$ cat src/rtl/obmct_ram.sv
// ----------------------------------------------------------------------------
// obmct_ram
// generic single-write, single-read ram with registered read data
// ----------------------------------------------------------------------------
module obmct_ram #(
    parameter int WIDTH = 8,
    parameter int DEPTH = 16
) (
    input  logic                     aclk,
    input  logic                     we,
    input  logic [$clog2(DEPTH)-1:0] waddr,
    input  logic [WIDTH-1:0]         wdata,
    input  logic [$clog2(DEPTH)-1:0] raddr,
    output logic [WIDTH-1:0]         rdata
);

    logic [WIDTH-1:0] mem [DEPTH];
    logic [WIDTH-1:0] rdata_reg;

    always_ff @(posedge aclk) begin
        if (we) begin
            mem[waddr] <= wdata;
        end
        rdata_reg <= mem[raddr];
    end

    assign rdata = rdata_reg;

endmodule

$ cat config.mk
export PLATFORM = sky130hd
export DESIGN_NAME = obmct_ram
export DESIGN_NICKNAME = d
export VERILOG_FILES = /design/src/rtl/obmct_ram.sv
export SDC_FILE = /design/constraint.sdc
export NUM_CORES = 1
export LEC_CHECK = 0
export BUFFER_PORTS_ARGS = -buffer_cell sky130_fd_sc_hd__buf_4
export CORE_MARGIN = 4
export CORE_UTILIZATION = 54
export CTS_BUF_LIST = sky130_fd_sc_hd__clkbuf_16
export CTS_CLUSTER_SIZE = 10
export DETAILED_ROUTE_END_ITERATION = 12
export PLACE_DENSITY = 0.74
export SLEW_MARGIN = 10
export SYNTH_ARGS = -nofsm -noshare
export SYNTH_HDL_FRONTEND = slang
export SYNTH_SLANG_ARGS = --single-unit
$ cat constraint.sdc
create_clock -name aclk -period 1.9 [get_ports aclk]
set_input_delay 0.475 -clock aclk [delete_from_list [all_inputs] [get_ports aclk]]
set_output_delay 0.475 -clock aclk [all_outputs]
set_load 0.05 [all_outputs]
==> results.md <==
- Row cnt: 35
- Largest stage delay, worst path: 0.34 ns
- Resize count post-CTS: 0
- Primary FF master, synth: edfxtp_1
- Layout cells sized above 1: 32.13%
- Startpoint types: register
- Worst r2r src: mem[1][0]$_DFFE_PP_
- Async set or reset register ratio after synthesis: 0%
- Sequential share of power: 48.7%
- Number of buffers created by CTS: 17
- Non-Filler Instances: 434
- Worst Hold End: mem[5][6]$_DFFE_PP_
- First drt pass iteration count: 4
- Leading area contributor after synthesis: edfxtp_1
- Via-per-instance ratio: 5.834
- Switching Share: 20.05%
- CP Cell Sequence: buf_4
- Vias in the first global route: 2,610
- Die W: 105.6 um
- Initial antenna violation count: 0
- Starting density of the core: 55.71%
- Register Area: 4004 sq um
- Unrepaired setup endpoints after global routing: no
- Hold slack: 0.3674 ns
- P&R area growth vs syn: 21.49%
- Clk_lat worst skew: 0.41 ns
- Drt total wl: 9864 um
- Fillers: 579
- Share of the synthesized area in the top cell type: 74.67%
- Mapped cell area: 5147 sq um
- Final Cycle Share: 75.22%
- All-Layer GR Usage: 19.62%
- Worst endpoint data arrival time: 0.95 ns
- Worst reg-to-reg path cell count: 3
- # diodes: 0
- End of the worst register-to-register path: rdata[0]$_DFF_P_
- Seq/Total Area, Yosys: 77.78%
- CTS tree: done
- Die Ht: 105.6 um
- Slew Limit Headroom: 72.64%
- Critical path capture point type: output port
- R2R setup slack: 0.48 ns
- Hold WC Path Type: input pin to register
- 1st-iter DRT viols: 137
- Setup CP Type: register to output port
- Commonest cells post-synth: edfxtp_1 (128), mux4_2 (18), a22oi_1 (16)
- Setup TNS: 0 ns
- Most common cell in the netlist: edfxtp_1
- DPL Wire Length: 6415 um
- GP Congestion: 0.7938
- Leakage: 2.174 nW
- Via Count: 2,532
- PwrDens: 1109 nW/um^2
- Fmax: 699.7 MHz
- Final nets: 310
- Fin. Hold Viols: 0
- Comb power frac: 6.0%
- Clock transition at the registers of the reported paths: 0.06 ns
- CORE AREA: 9240 sq um
- Inst Count DP: 402
- Clock Skews: 0.004116 ns
- Fin area: 6254 sq um
- Bufs and invs on worst path: 1
- Clock Sinks: 136
- Area after DPL: 5683 sq um
- Yosys warning total: 0
- Slew @ Worst Pin: 0.4104 ns
- CTS Buffer Depth: 2
- Worst-path fanout max: 1
- Largest net degree at the start of global routing: 18
- Internal: 5.543 mW
- CP top delay family: flip-flops
- Synth cell types: 19
- Avg WL per Cell: 22.73 um
- WP data required: 1.42 ns
- Setup crit start: rdata[1]$_DFF_P_
- Final Critical Period: 1.429 ns
- Port bufs: 25
- DRC viols: 0
- Synth top area cells: edfxtp_1 (75%), mux4_2 (7.9%), mux4_1 (7.1%)
- Syn_area_per_cell: 22.48 sq um
- Post-CTS setup buffers: 0
- Die area: 11,160 sq um
- Hold Crit Depth: 1
- Total power: 6.933 mW
- I/O pin count: 26
- CTS root buffer: clkbuf_16
- Clk pwr share: 45.3%
- Cells after Synth: 229
- Remaining Overflow, GRT: 0
- Cts hold-fix bufs: 0
- Max Cap Viol: 0
- Max reg flops: 128
- Post-synth EDFFs: 128
- Crit path max-delay cell type: dfxtp_1
- Run status: finished, final reports clean
- Min-delay src: wdata[6]
- Synthesized Nets: 247
- Antenna viol nets, final: 0
- Sw power: 1.390 mW
- Worst vdd ir: 0.7236 mV
- Seq cells post-synth: 136
- H-tree levels: 4
- First-pass GRT wire length: 15,560 um
- Setup-failing EPs final: 0
- Fin. max-slew vios: 0
- Multi-input gate area: 1062 sq um
## layout by cell type (no fill, tap or decap), drive strengths merged
cell type  Yosys  routed
and2b          1       1
clkinvlp       0       2
clkinv         0       6
or3b           1       1
bufinv         0       3
edfxtp       128     128
a22oi         16      16
nand2          9       9
nor2          13      13
nor2b          1       1
clkbuf         0      17
nand3          1       1
dfxtp          8       8
mux4          32      32
inv            0       4
buf            7      54
and2           1       1
nand2b         2       2
nor3           4       4
nand3b         2       2
## through the flow
| stage | worst slack (ns) | utilization, % |
|---|---|---|
| CTS | 0.4441 | 67.68 |
| floorplan | 0.1589 | - |
| detailed placement | 0.08278 | 61.50 |
| global route | 0.4343 | 67.68 |
| global placement | 0.07993 | 61.50 |
| finish | 0.4708 | 67.68 |
## routing by layer
metal | track usage [%] | vias to the layer above | part of all wire (%)
met1 | 27.30 | 1320 | 44
met4 | 8.696 | 0 | 2.4
met3 | 4.715 | 22 | 5.2
met2 | 29.92 | 90 | 49
li1 | - | 1100 | -
met5 | 0 | - | 0
## cell families after synthesis
kind of cell,Yosys count,synth area share (%)
buffers and inverters,10,1.677
AOI/OAI and AO/OA,16,2.334
DFF,136,77.78
muxes,32,15.02
and+or+nand+nor,35,3.184
## how the worst max path moves through the flow
stage	to	slack (ns)	cells past startpoint
2_1_floorplan	mem[3][0]$_DFFE_PP_	0.16	2
3_3_place_gp	rdata[2]$_DFF_P_	0.08	5
3_5_place_dp	rdata[3]$_DFF_P_	0.08	5
4_1_cts	rdata[7]	0.44	1
5_1_grt	rdata[0]$_DFF_P_	0.43	3
6_report	rdata[1]	0.47	1
## power by group through the flow
stage / logic [mW] / clock network [mW] / registers (mW)
6_report: 0.419 / 3.14 / 3.38
3_5_place_dp: 0.419 / 0 / 3.44
2_1_floorplan: 0.171 / 0 / 3.50
5_1_grt: 0.448 / 3.32 / 3.38
3_3_place_gp: 0.409 / 0 / 3.43
4_1_cts: 0.424 / 3.17 / 3.38
## area by class of cell
type / count / share of cell area (%)
sequential: 136 / 64.03
timing repair buffer: 54 / 7.283
clock inverter: 15 / 2.321
clock buffer: 17 / 6.803
multi-input combinational: 83 / 16.99
tap: 129 / 2.581
(Power assumes the default switching activity.)
